<file path="src/rtl/slab_bitmap_object_allocator_core_macros.svh">
// Assertion macros shared by the slab allocator RTL.
// Included by files that carry concurrent checks; no other dependencies.
`ifndef SLAB_BITMAP_OBJECT_ALLOCATOR_CORE_MACROS_SVH
`define SLAB_BITMAP_OBJECT_ALLOCATOR_CORE_MACROS_SVH
`ifndef SYNTHESIS
// same-cycle implication, disabled while in reset
`define SBOA_ASSERT_IMP(lbl, clk_s, rst_s, ante, cons) \
    lbl: assert property (@(posedge clk_s) disable iff (!rst_s) (ante) |-> (cons)) \
        else $error("sboa check failed");
// next-cycle implication, disabled while in reset
`define SBOA_ASSERT_NXT(lbl, clk_s, rst_s, ante, cons) \
    lbl: assert property (@(posedge clk_s) disable iff (!rst_s) (ante) |=> (cons)) \
        else $error("sboa check failed");
`else
`define SBOA_ASSERT_IMP(lbl, clk_s, rst_s, ante, cons)
`define SBOA_ASSERT_NXT(lbl, clk_s, rst_s, ante, cons)
`endif
`endif

</file>
<file path="src/rtl/sboa_pkg.sv">
// Shared constants and types for the slab bitmap object allocator.
// No dependencies; used by sboa_bit_search and the top level.
`timescale 1ns / 1ps

package sboa_pkg;

    localparam int MAX_PAGES      = 16;
    localparam int SLOTS_PER_PAGE = 64;

    localparam int PAGE_W = $clog2(MAX_PAGES);
    localparam int PIU_W  = $clog2(MAX_PAGES + 1);
    localparam int SLOT_W = $clog2(SLOTS_PER_PAGE);
    localparam int CNT_W  = $clog2(SLOTS_PER_PAGE + 1);

    // field widths fixed by the interface
    localparam int OPP_W    = 7;
    localparam int OBJ_W    = 11;
    localparam int STATUS_W = 2;
    localparam int CFG_W    = 11;
    localparam int CFG_IDX_W = 1;

    // first-clear search: one chunk of the row per cycle
    localparam int CHUNK_W  = 8;
    localparam int CHUNKS   = SLOTS_PER_PAGE / CHUNK_W;
    localparam int CHUNK_IW = $clog2(CHUNKS);
    localparam int BIT_IW   = $clog2(CHUNK_W);

    localparam logic CMD_ALLOC = 1'b0;
    localparam logic CMD_FREE  = 1'b1;

    localparam logic [STATUS_W-1:0] ST_OK       = 2'd0;
    localparam logic [STATUS_W-1:0] ST_LIMIT    = 2'd1;
    localparam logic [STATUS_W-1:0] ST_NO_PAGE  = 2'd2;
    localparam logic [STATUS_W-1:0] ST_BAD_FREE = 2'd3;

    localparam logic [CFG_IDX_W-1:0] CFG_OBJECTS_PER_PAGE = 1'd0;
    localparam logic [CFG_IDX_W-1:0] CFG_MAX_OBJECTS      = 1'd1;

    typedef struct packed {
        logic              done;
        logic              found;
        logic [SLOT_W-1:0] index;
    } sboa_search_t;

endpackage

</file>
<file path="src/rtl/sboa_bit_search.sv">
// Iterative first-clear-bit search over one page bitmap, a chunk per cycle.
// Depends on sboa_pkg and the shared assertion macro header.
`timescale 1ns / 1ps
`include "slab_bitmap_object_allocator_core_macros.svh"

module sboa_bit_search (
    input  logic                                  clk,
    input  logic                                  rst_n,
    input  logic                                  start,
    input  logic [sboa_pkg::SLOTS_PER_PAGE-1:0]   row,
    output sboa_pkg::sboa_search_t                result
);

    logic                          active_reg;
    logic [sboa_pkg::CHUNK_IW-1:0] chunk_reg;
    sboa_pkg::sboa_search_t        result_reg;
    logic [sboa_pkg::CHUNK_W-1:0]  chunk_bits;
    logic                          hit;
    logic [sboa_pkg::BIT_IW-1:0]   bit_idx;
    logic                          last_chunk;

    assign chunk_bits = row[chunk_reg * sboa_pkg::CHUNK_W +: sboa_pkg::CHUNK_W];
    assign last_chunk = (chunk_reg == sboa_pkg::CHUNK_IW'(sboa_pkg::CHUNKS - 1));

    always_comb
    begin
        hit     = 1'b0;
        bit_idx = '0;
        for (int i = 0; i < sboa_pkg::CHUNK_W; i++)
        begin
            if (!hit && !chunk_bits[i])
            begin
                hit     = 1'b1;
                bit_idx = sboa_pkg::BIT_IW'(i);
            end
        end
    end

    always_ff @(posedge clk or negedge rst_n)
    begin
        if (!rst_n)
        begin
            active_reg       <= 1'b0;
            chunk_reg        <= '0;
            result_reg.done  <= 1'b0;
            result_reg.found <= 1'b0;
            result_reg.index <= '0;
        end
        else
        begin
            if (start)
            begin
                active_reg      <= 1'b1;
                chunk_reg       <= '0;
                result_reg.done <= 1'b0;
            end
            else if (active_reg && (hit || last_chunk))
            begin
                // stop at the first clear bit or after the last chunk
                active_reg       <= 1'b0;
                result_reg.done  <= 1'b1;
                result_reg.found <= hit;
                result_reg.index <= {chunk_reg, bit_idx};
            end
            else
            begin
                result_reg.done <= 1'b0;
                if (active_reg)
                    chunk_reg <= chunk_reg + 1'b1;
            end
        end
    end

    assign result = result_reg;

    `SBOA_ASSERT_NXT(a_hit_reports, clk, rst_n, active_reg && !start && hit, result_reg.done && result_reg.found)
    `SBOA_ASSERT_IMP(a_done_idle, clk, rst_n, result_reg.done, !active_reg)
    `SBOA_ASSERT_IMP(a_start_idle, clk, rst_n, start, !active_reg)

endmodule

</file>
<file path="src/rtl/slab_bitmap_object_allocator_core.sv">
// Slab bitmap object allocator: one command at a time through a small sequencer.
// Free and refused allocate go straight to the response state; allocate runs hint, test
// and commit, scanning pages (up to 16) when the hint page is empty, searching if the slot is busy.
// Next command is taken the cycle after the result word is registered.
// Reset (async, low): counts, page count and hint cleared, config to 64 / 1024.
// Page bitmaps are rebuilt when a page is added and need no clearing pass.
`timescale 1ns / 1ps
`include "slab_bitmap_object_allocator_core_macros.svh"

module slab_bitmap_object_allocator_core (
    input  logic                                clk,
    input  logic                                rst_n,
    input  logic                                cfg_we,
    input  logic [sboa_pkg::CFG_IDX_W-1:0]      cfg_index,
    input  logic [sboa_pkg::CFG_W-1:0]          cfg_data,
    input  logic                                in_valid,
    output logic                                in_stall,
    input  logic                                cmd,
    input  logic [sboa_pkg::PAGE_W-1:0]         free_page,
    input  logic [sboa_pkg::SLOT_W-1:0]         free_slot,
    output logic                                out_valid,
    input  logic                                out_stall,
    output logic [sboa_pkg::STATUS_W-1:0]       status,
    output logic [sboa_pkg::PAGE_W-1:0]         out_page,
    output logic [sboa_pkg::SLOT_W-1:0]         out_slot,
    output logic                                needs_construct
);

    typedef enum logic [8:0] {
        S_IDLE   = 9'b000000001,
        S_FREE   = 9'b000000010,
        S_ALLOC  = 9'b000000100,
        S_HINT   = 9'b000001000,
        S_SCAN   = 9'b000010000,
        S_TEST   = 9'b000100000,
        S_SEARCH = 9'b001000000,
        S_COMMIT = 9'b010000000,
        S_RESP   = 9'b100000000
    } state_t;

    typedef logic [sboa_pkg::SLOTS_PER_PAGE-1:0] row_t;

    state_t state_reg, state_next;

    // configuration and scalar allocator state
    logic [sboa_pkg::OPP_W-1:0]  opp_reg;
    logic [sboa_pkg::OBJ_W-1:0]  max_reg;
    logic [sboa_pkg::OBJ_W-1:0]  cache_reg;
    logic [sboa_pkg::OBJ_W-1:0]  total_reg;
    logic [sboa_pkg::PIU_W-1:0]  piu_reg;
    logic [sboa_pkg::PAGE_W-1:0] hint_page_reg;
    logic                        hint_valid_reg;

    // per-page storage
    row_t                       alloc_bm_reg [sboa_pkg::MAX_PAGES];
    row_t                       cons_bm_reg  [sboa_pkg::MAX_PAGES];
    logic [sboa_pkg::CNT_W-1:0] cnt_reg      [sboa_pkg::MAX_PAGES];
    logic [sboa_pkg::CNT_W-1:0] cap_reg      [sboa_pkg::MAX_PAGES];

    // command and working registers
    logic                          cmd_reg;
    logic [sboa_pkg::PAGE_W-1:0]   fpage_reg;
    logic [sboa_pkg::SLOT_W-1:0]   fslot_reg;
    logic [sboa_pkg::PAGE_W-1:0]   page_reg;
    logic [sboa_pkg::SLOT_W-1:0]   slot_reg;
    logic [sboa_pkg::PIU_W-1:0]    scan_reg;

    logic [sboa_pkg::STATUS_W-1:0] res_status_reg;
    logic [sboa_pkg::PAGE_W-1:0]   res_page_reg;
    logic [sboa_pkg::SLOT_W-1:0]   res_slot_reg;
    logic                          res_nc_reg;

    logic                          out_valid_reg;
    logic [sboa_pkg::STATUS_W-1:0] out_status_reg;
    logic [sboa_pkg::PAGE_W-1:0]   out_page_reg;
    logic [sboa_pkg::SLOT_W-1:0]   out_slot_reg;
    logic                          out_nc_reg;

    // single read port into the page storage
    logic [sboa_pkg::PAGE_W-1:0] rd_page;
    row_t                        rd_alloc;
    row_t                        rd_cons;
    logic [sboa_pkg::CNT_W-1:0]  rd_cnt;
    logic [sboa_pkg::CNT_W-1:0]  rd_cap;
    logic [sboa_pkg::SLOT_W-1:0] rd_obj;

    logic                        free_bad;
    logic                        lim_hit;
    logic                        pages_full;
    logic                        grow;
    logic                        hint_hit;
    logic                        scan_in;
    logic                        scan_hit;
    logic                        take_ok;
    logic                        srch_start;
    sboa_pkg::sboa_search_t      srch;

    logic [sboa_pkg::CNT_W-1:0]  cap_clamp;
    logic [sboa_pkg::OBJ_W-1:0]  room;
    logic [sboa_pkg::CNT_W-1:0]  grow_cap;
    row_t                        grow_mask;
    logic [sboa_pkg::PAGE_W-1:0] grow_page;

    always_comb
    begin
        unique case (state_reg)
            S_FREE:  rd_page = fpage_reg;
            S_HINT:  rd_page = hint_page_reg;
            S_SCAN:  rd_page = scan_reg[sboa_pkg::PAGE_W-1:0];
            default: rd_page = page_reg;
        endcase
    end

    assign rd_alloc = alloc_bm_reg[rd_page];
    assign rd_cons  = cons_bm_reg[rd_page];
    assign rd_cnt   = cnt_reg[rd_page];
    assign rd_cap   = cap_reg[rd_page];
    assign rd_obj   = sboa_pkg::SLOT_W'(rd_cnt - 1'b1);

    assign free_bad = ({1'b0, fpage_reg} >= piu_reg)
                   || (sboa_pkg::CNT_W'(fslot_reg) >= rd_cap)
                   || (rd_cnt >= rd_cap)
                   || !rd_alloc[fslot_reg];

    assign lim_hit    = (total_reg >= max_reg);
    assign pages_full = (piu_reg >= sboa_pkg::PIU_W'(sboa_pkg::MAX_PAGES));
    assign grow       = (state_reg == S_ALLOC) && (cache_reg == '0) && !lim_hit && !pages_full;
    assign hint_hit   = hint_valid_reg && ({1'b0, hint_page_reg} < piu_reg) && (rd_cnt != '0);
    assign scan_in    = (scan_reg < piu_reg);
    assign scan_hit   = scan_in && (rd_cnt != '0);
    assign take_ok    = !out_valid_reg || !out_stall;
    assign srch_start = (state_reg == S_TEST) && rd_alloc[slot_reg];

    // capacity of a new page: clamp the register, then limit to the room left
    always_comb
    begin
        if (opp_reg == '0)
            cap_clamp = sboa_pkg::CNT_W'(1);
        else if (opp_reg > sboa_pkg::OPP_W'(sboa_pkg::SLOTS_PER_PAGE))
            cap_clamp = sboa_pkg::CNT_W'(sboa_pkg::SLOTS_PER_PAGE);
        else
            cap_clamp = sboa_pkg::CNT_W'(opp_reg);
        room = max_reg - total_reg;
        if (sboa_pkg::OBJ_W'(cap_clamp) > room)
            grow_cap = room[sboa_pkg::CNT_W-1:0];
        else
            grow_cap = cap_clamp;
        for (int i = 0; i < sboa_pkg::SLOTS_PER_PAGE; i++)
            grow_mask[i] = (sboa_pkg::CNT_W'(i) >= grow_cap);
    end

    assign grow_page = piu_reg[sboa_pkg::PAGE_W-1:0];

    sboa_bit_search u_search (
        .clk    (clk),
        .rst_n  (rst_n),
        .start  (srch_start),
        .row    (rd_alloc),
        .result (srch)
    );

    always_comb
    begin
        state_next = state_reg;
        unique case (state_reg)
            S_IDLE:
            begin
                if (in_valid)
                    state_next = (cmd == sboa_pkg::CMD_FREE) ? S_FREE : S_ALLOC;
            end
            S_FREE:
                state_next = S_RESP;
            S_ALLOC:
            begin
                if (cache_reg == '0 && (lim_hit || pages_full))
                    state_next = S_RESP;
                else
                    state_next = S_HINT;
            end
            S_HINT:
                state_next = hint_hit ? S_TEST : S_SCAN;
            S_SCAN:
            begin
                if (!scan_in)
                    state_next = S_RESP;
                else if (scan_hit)
                    state_next = S_TEST;
            end
            S_TEST:
                state_next = rd_alloc[slot_reg] ? S_SEARCH : S_COMMIT;
            S_SEARCH:
            begin
                if (srch.done)
                    state_next = srch.found ? S_COMMIT : S_RESP;
            end
            S_COMMIT:
                state_next = S_RESP;
            S_RESP:
            begin
                if (take_ok)
                    state_next = S_IDLE;
            end
            default:
                state_next = S_IDLE;
        endcase
    end

    // control state
    always_ff @(posedge clk or negedge rst_n)
    begin
        if (!rst_n)
        begin
            state_reg      <= S_IDLE;
            opp_reg        <= sboa_pkg::OPP_W'(64);
            max_reg        <= sboa_pkg::OBJ_W'(1024);
            cache_reg      <= '0;
            total_reg      <= '0;
            piu_reg        <= '0;
            hint_page_reg  <= '0;
            hint_valid_reg <= 1'b0;
            out_valid_reg  <= 1'b0;
        end
        else
        begin
            state_reg <= state_next;

            if (cfg_we)
            begin
                unique case (cfg_index)
                    sboa_pkg::CFG_OBJECTS_PER_PAGE: opp_reg <= cfg_data[sboa_pkg::OPP_W-1:0];
                    sboa_pkg::CFG_MAX_OBJECTS:      max_reg <= cfg_data;
                    default: ;
                endcase
            end

            if (state_reg == S_FREE && !free_bad)
                cache_reg <= cache_reg + 1'b1;

            if (grow)
            begin
                piu_reg        <= piu_reg + 1'b1;
                cache_reg      <= cache_reg + sboa_pkg::OBJ_W'(grow_cap);
                total_reg      <= total_reg + sboa_pkg::OBJ_W'(grow_cap);
                hint_page_reg  <= grow_page;
                hint_valid_reg <= 1'b1;
            end

            // a page found by the scan with more than one free slot becomes the hint
            if (state_reg == S_SCAN && scan_hit && rd_cnt > sboa_pkg::CNT_W'(1))
            begin
                hint_page_reg  <= scan_reg[sboa_pkg::PAGE_W-1:0];
                hint_valid_reg <= 1'b1;
            end

            if (state_reg == S_COMMIT)
                cache_reg <= cache_reg - 1'b1;

            if (state_reg == S_RESP && take_ok)
                out_valid_reg <= 1'b1;
            else if (!out_stall)
                out_valid_reg <= 1'b0;
        end
    end

    // page storage and datapath registers
    always_ff @(posedge clk)
    begin
        unique case (state_reg)
            S_IDLE:
            begin
                if (in_valid)
                begin
                    cmd_reg   <= cmd;
                    fpage_reg <= free_page;
                    fslot_reg <= free_slot;
                end
            end
            S_FREE:
            begin
                res_page_reg <= fpage_reg;
                res_slot_reg <= fslot_reg;
                res_nc_reg   <= 1'b0;
                if (free_bad)
                    res_status_reg <= sboa_pkg::ST_BAD_FREE;
                else
                begin
                    res_status_reg                  <= sboa_pkg::ST_OK;
                    alloc_bm_reg[fpage_reg][fslot_reg] <= 1'b0;
                    cnt_reg[fpage_reg]              <= rd_cnt + 1'b1;
                end
            end
            S_ALLOC:
            begin
                res_page_reg   <= '0;
                res_slot_reg   <= '0;
                res_nc_reg     <= 1'b0;
                res_status_reg <= lim_hit ? sboa_pkg::ST_LIMIT : sboa_pkg::ST_NO_PAGE;
                if (grow)
                begin
                    alloc_bm_reg[grow_page] <= grow_mask;
                    cons_bm_reg[grow_page]  <= '0;
                    cnt_reg[grow_page]      <= grow_cap;
                    cap_reg[grow_page]      <= grow_cap;
                end
            end
            S_HINT:
            begin
                page_reg <= hint_page_reg;
                slot_reg <= rd_obj;
                scan_reg <= '0;
            end
            S_SCAN:
            begin
                if (scan_hit)
                begin
                    page_reg <= scan_reg[sboa_pkg::PAGE_W-1:0];
                    slot_reg <= rd_obj;
                end
                else
                    scan_reg <= scan_reg + 1'b1;
            end
            S_TEST: ;
            S_SEARCH:
            begin
                if (srch.done && srch.found)
                    slot_reg <= srch.index;
            end
            S_COMMIT:
            begin
                alloc_bm_reg[page_reg][slot_reg] <= 1'b1;
                cons_bm_reg[page_reg][slot_reg]  <= 1'b1;
                cnt_reg[page_reg]                <= rd_cnt - 1'b1;
                res_status_reg                   <= sboa_pkg::ST_OK;
                res_page_reg                     <= page_reg;
                res_slot_reg                     <= slot_reg;
                res_nc_reg                       <= !rd_cons[slot_reg];
            end
            S_RESP:
            begin
                if (take_ok)
                begin
                    out_status_reg <= res_status_reg;
                    out_page_reg   <= res_page_reg;
                    out_slot_reg   <= res_slot_reg;
                    out_nc_reg     <= res_nc_reg;
                end
            end
            default: ;
        endcase
    end

    assign in_stall        = (state_reg != S_IDLE);
    assign out_valid       = out_valid_reg;
    assign status          = out_status_reg;
    assign out_page        = out_page_reg;
    assign out_slot        = out_slot_reg;
    assign needs_construct = out_nc_reg;

    `SBOA_ASSERT_IMP(a_cache_le_total, clk, rst_n, 1'b1, cache_reg <= total_reg)
    `SBOA_ASSERT_IMP(a_pages_bound, clk, rst_n, 1'b1, piu_reg <= sboa_pkg::PIU_W'(sboa_pkg::MAX_PAGES))
    `SBOA_ASSERT_IMP(a_commit_clear, clk, rst_n, state_reg == S_COMMIT, !rd_alloc[slot_reg] && cmd_reg == sboa_pkg::CMD_ALLOC)
    `SBOA_ASSERT_NXT(a_resp_loads, clk, rst_n, state_reg == S_RESP && take_ok, out_valid_reg && state_reg == S_IDLE)

endmodule

</file>
<file path="config.mk">
export PLATFORM = sky130hd
export DESIGN_NAME = slab_bitmap_object_allocator_core
export DESIGN_NICKNAME = d
export VERILOG_FILES = /design/src/rtl/sboa_pkg.sv /design/src/rtl/sboa_bit_search.sv /design/src/rtl/slab_bitmap_object_allocator_core.sv
export VERILOG_INCLUDE_DIRS = /design/src /design/src/rtl
export SDC_FILE = /design/constraint.sdc
export NUM_CORES = 2
export LEC_CHECK = 0
export BUFFER_PORTS_ARGS = -buffer_cell sky130_fd_sc_hd__buf_2
export CAP_MARGIN = 5
export CORE_MARGIN = 4
export CORE_UTILIZATION = 35
export CTS_CLUSTER_SIZE = 10
export DETAILED_ROUTE_END_ITERATION = 8
export HOLD_SLACK_MARGIN = 0.1
export SLEW_MARGIN = 0
export SYNTH_ARGS = -nofsm -noshare
export SYNTH_HDL_FRONTEND = slang
export SYNTH_SLANG_ARGS = --single-unit
</file>
<file path="constraint.sdc">
create_clock -name clk -period 62.6 [get_ports clk]
set_clock_uncertainty 0.15 [all_clocks]
set_input_delay 12.52 -clock clk [delete_from_list [all_inputs] [get_ports clk]]
set_output_delay 12.52 -clock clk [all_outputs]
set_load 0.03 [all_outputs]
</file>
==> run metrics <==
outcome complete, no violations; synthesized cell area 0.1112 sq mm; commonest non-fill, non-tap cells in the layout 2323 x edfxtp_1, 2244 x nor2_1, 1630 x nand2_1, 1061 x nand3_1, 360 x a21oi_1; Total Nets Final 10320; hold-fix buffers at CTS 0; CTS tree built; drt total wl 382300 um; Post-Layout Inst Area 0.1238 sq mm; Hold/Removal Path Class reg -> reg; Setup CP Type reg -> out; CP required 49930 ps; I/O pins 43; warning count from the yosys run 0; Iteration-0 DRC Markers 11670; Total GRT Usage 22.60%; postcts setup bufs 0; Peak VDD IR 0.02338 mV; die width 571.6 um; most common cell after layout, fill and taps aside edfxtp_1; Finish-stage setup viols 0; Overflow after GRT 0; Area Overhead vs Synth 11.35%; DR vias 84520; fill cell count 30390; minimum clock period after layout 15540 ps; drt pass-1 iters 7; CTS Sinks 2395; post-synthesis async set-or-reset flop share 3.006%; cts repair resizes 0; CTS buffer count 285; I/O Buffers 42; drt via density 5.848; share of the yosys chip area belonging to registers 64.38%; maximum root-to-sink buffer count 4; Die Y 571.6 um; layout cells sized above 1 8.456%; ys flop type edfxtp_1; Unique masters post-synth 105; CP max FO 8; top post-synthesis cells by area edfxtp_1 63%, nor2_1 7.6%, nand2_1 5.6%; H-tree Lvls 5; ratio of final minimum period to clock period 24.82%; Avg Cell Area, Syn 10.63 sq um; area leader, netlist edfxtp_1; Clock Tree Root clkbuf_16; Final WS setup 47060 ps; initial antenna violation count 7; DP HPWL 221000 um; Synth top area share 62.75%; largest net degree at the start of global routing 283; first-pass GRT wire length 548200 um; pwr dens 35.47 mW/mm^2; Slew Limit Fails 0; DP Area 0.1159 sq mm; RSZ-0062 raised after global routing false; Post-route DRC 0; average wire per cell in the routed design 26.45 um; Post-synth EDFFs 2323; register bit total from synthesis 2395; startpoint types register; core area 0.3155 sq mm; Worst-Margin Slew 1373 ps; Initial Util 35.24%; P_leak 42.25 nW; Clk Latency, worst-skew pair 870 ps; Mapped Cells 10460; Post-DRT Antenna Nets 0; worst path arrival time 2870 ps; vias in the first global route 80040; die area 0.3267 sq mm; Slew HR 8.066%; CTS clk-pin slew, worst paths 60 ps; Fmax 64.36 MHz; GPL Wtd Cong 0.9651; Final Hold Fails 0; CP Capture Type output port; Tot Pwr 0.004391 W; syn nets 10560; Max-Cap Viols 0; dpl ws 47950 ps; TNS Setup 0 ps; # rows 206
## cell type report
type | count | area [sq um] | area share (%)
Sequential cell | 2395 | 71560 | 57.81
Multi-Input combinational cell | 7049 | 35990 | 29.07
Clock buffer | 339 | 7483 | 6.046
Tap cell | 4160 | 5205 | 4.205
Timing Repair Buffer | 360 | 2756 | 2.227
Inverter | 123 | 469.2 | 0.3791
Clock inverter | 22 | 302.8 | 0.2446
Antenna cell | 6 | 15.01 | 0.01213
## critical path: stages, from the launching register on
cell,delay (ps)
dfrtp_1,470
or3_1,540
nor4b_1,600
inv_1,180
buf_2,220
## per-layer routing
| layer | routed length, um | vias to the layer above | global-route usage, % |
|---|---|---|---|
| li1 | - | 36460 | - |
| met5 | 0 | - | 0 |
| met3 | 37810 | 1038 | 3.859 |
| met4 | 20660 | 0 | 10.62 |
| met2 | 174300 | 4665 | 36.06 |
| met1 | 149500 | 42360 | 30.04 |
## through the flow
| step | hold WS, ps | instances | util [%] |
|---|---|---|---|
| floorplan | 250.3 | 10460 | - |
| global placement | 267.0 | 14080 | 36.73 |
| detailed placement | 254.5 | 14080 | 36.73 |
| CTS | 265.5 | 14440 | 39.20 |
| global route | 273.4 | 14450 | 39.23 |
| finish | 265.8 | 14450 | 39.24 |
## power breakdown
group          leakage, nW  switching (W)  internal [W]
Combinational         16.9       0.000833      0.000282
Sequential            21.6      0.0000182       0.00179
Clock                 3.79       0.000623      0.000847
Total                 42.3        0.00147       0.00292
## cells in the mapped netlist (10+ instances only)
| cell type | n |
|---|---|
| edfxtp_1 | 2323 |
| nor2_1 | 2249 |
| nand2_1 | 1665 |
| nand3_1 | 1062 |
| clkbuf_1 | 558 |
| a21oi_1 | 367 |
| a211oi_1 | 236 |
| buf_2 | 205 |
| mux2i_1 | 190 |
| and3_1 | 189 |
| o21ai_0 | 155 |
| inv_1 | 121 |
| o22ai_1 | 84 |
| buf_1 | 82 |
| ha_1 | 70 |
| dfrtp_1 | 69 |
| nor3_1 | 52 |
| a31oi_1 | 47 |
| mux2_2 | 40 |
| buf_4 | 39 |
| a22o_1 | 36 |
| xnor2_1 | 31 |
| a22oi_1 | 30 |
| nand4_1 | 29 |
| a21boi_1 | 27 |
| a221oi_1 | 25 |
| nand2b_1 | 24 |
| a41oi_1 | 23 |
| nor2b_1 | 23 |
| nor4_1 | 22 |
| a21o_1 | 21 |
| or4_1 | 20 |
| a32oi_1 | 17 |
| a2111oi_0 | 16 |
| a21boi_0 | 15 |
| o31ai_1 | 15 |
| a211o_1 | 13 |
| o221ai_1 | 13 |
| nor2_2 | 12 |
| xor2_1 | 12 |
| a31o_2 | 10 |
| and2_1 | 10 |
| and4_1 | 10 |
## kinds of logic after synthesis
kind of cell / synth area share, %
and+or+nand+nor: 20.65
DFF: 64.38
AOI/OAI and AO/OA: 7.838
buffers and inverters: 3.817
muxes: 2.136
adders and majority gates: 0.8419
xor gates and xnor gates: 0.3388
## path summary, 6_finish.rpt
path,cells after the start,slack [ps],endpoint,from
min in group asynchronous,1,11390,total_reg[8],rst_n
min,0,270,out_slot[5],res_slot_reg[5]
min reg2reg,0,270,out_slot[5],res_slot_reg[5]
max reg2reg,25,52800,alloc_bm_reg[4][49],state_reg[8]
max in group asynchronous,2,49810,u_search.result[7],rst_n
max,4,47060,in_stall,state_reg[4]
Power figures use the tool's default switching activity.
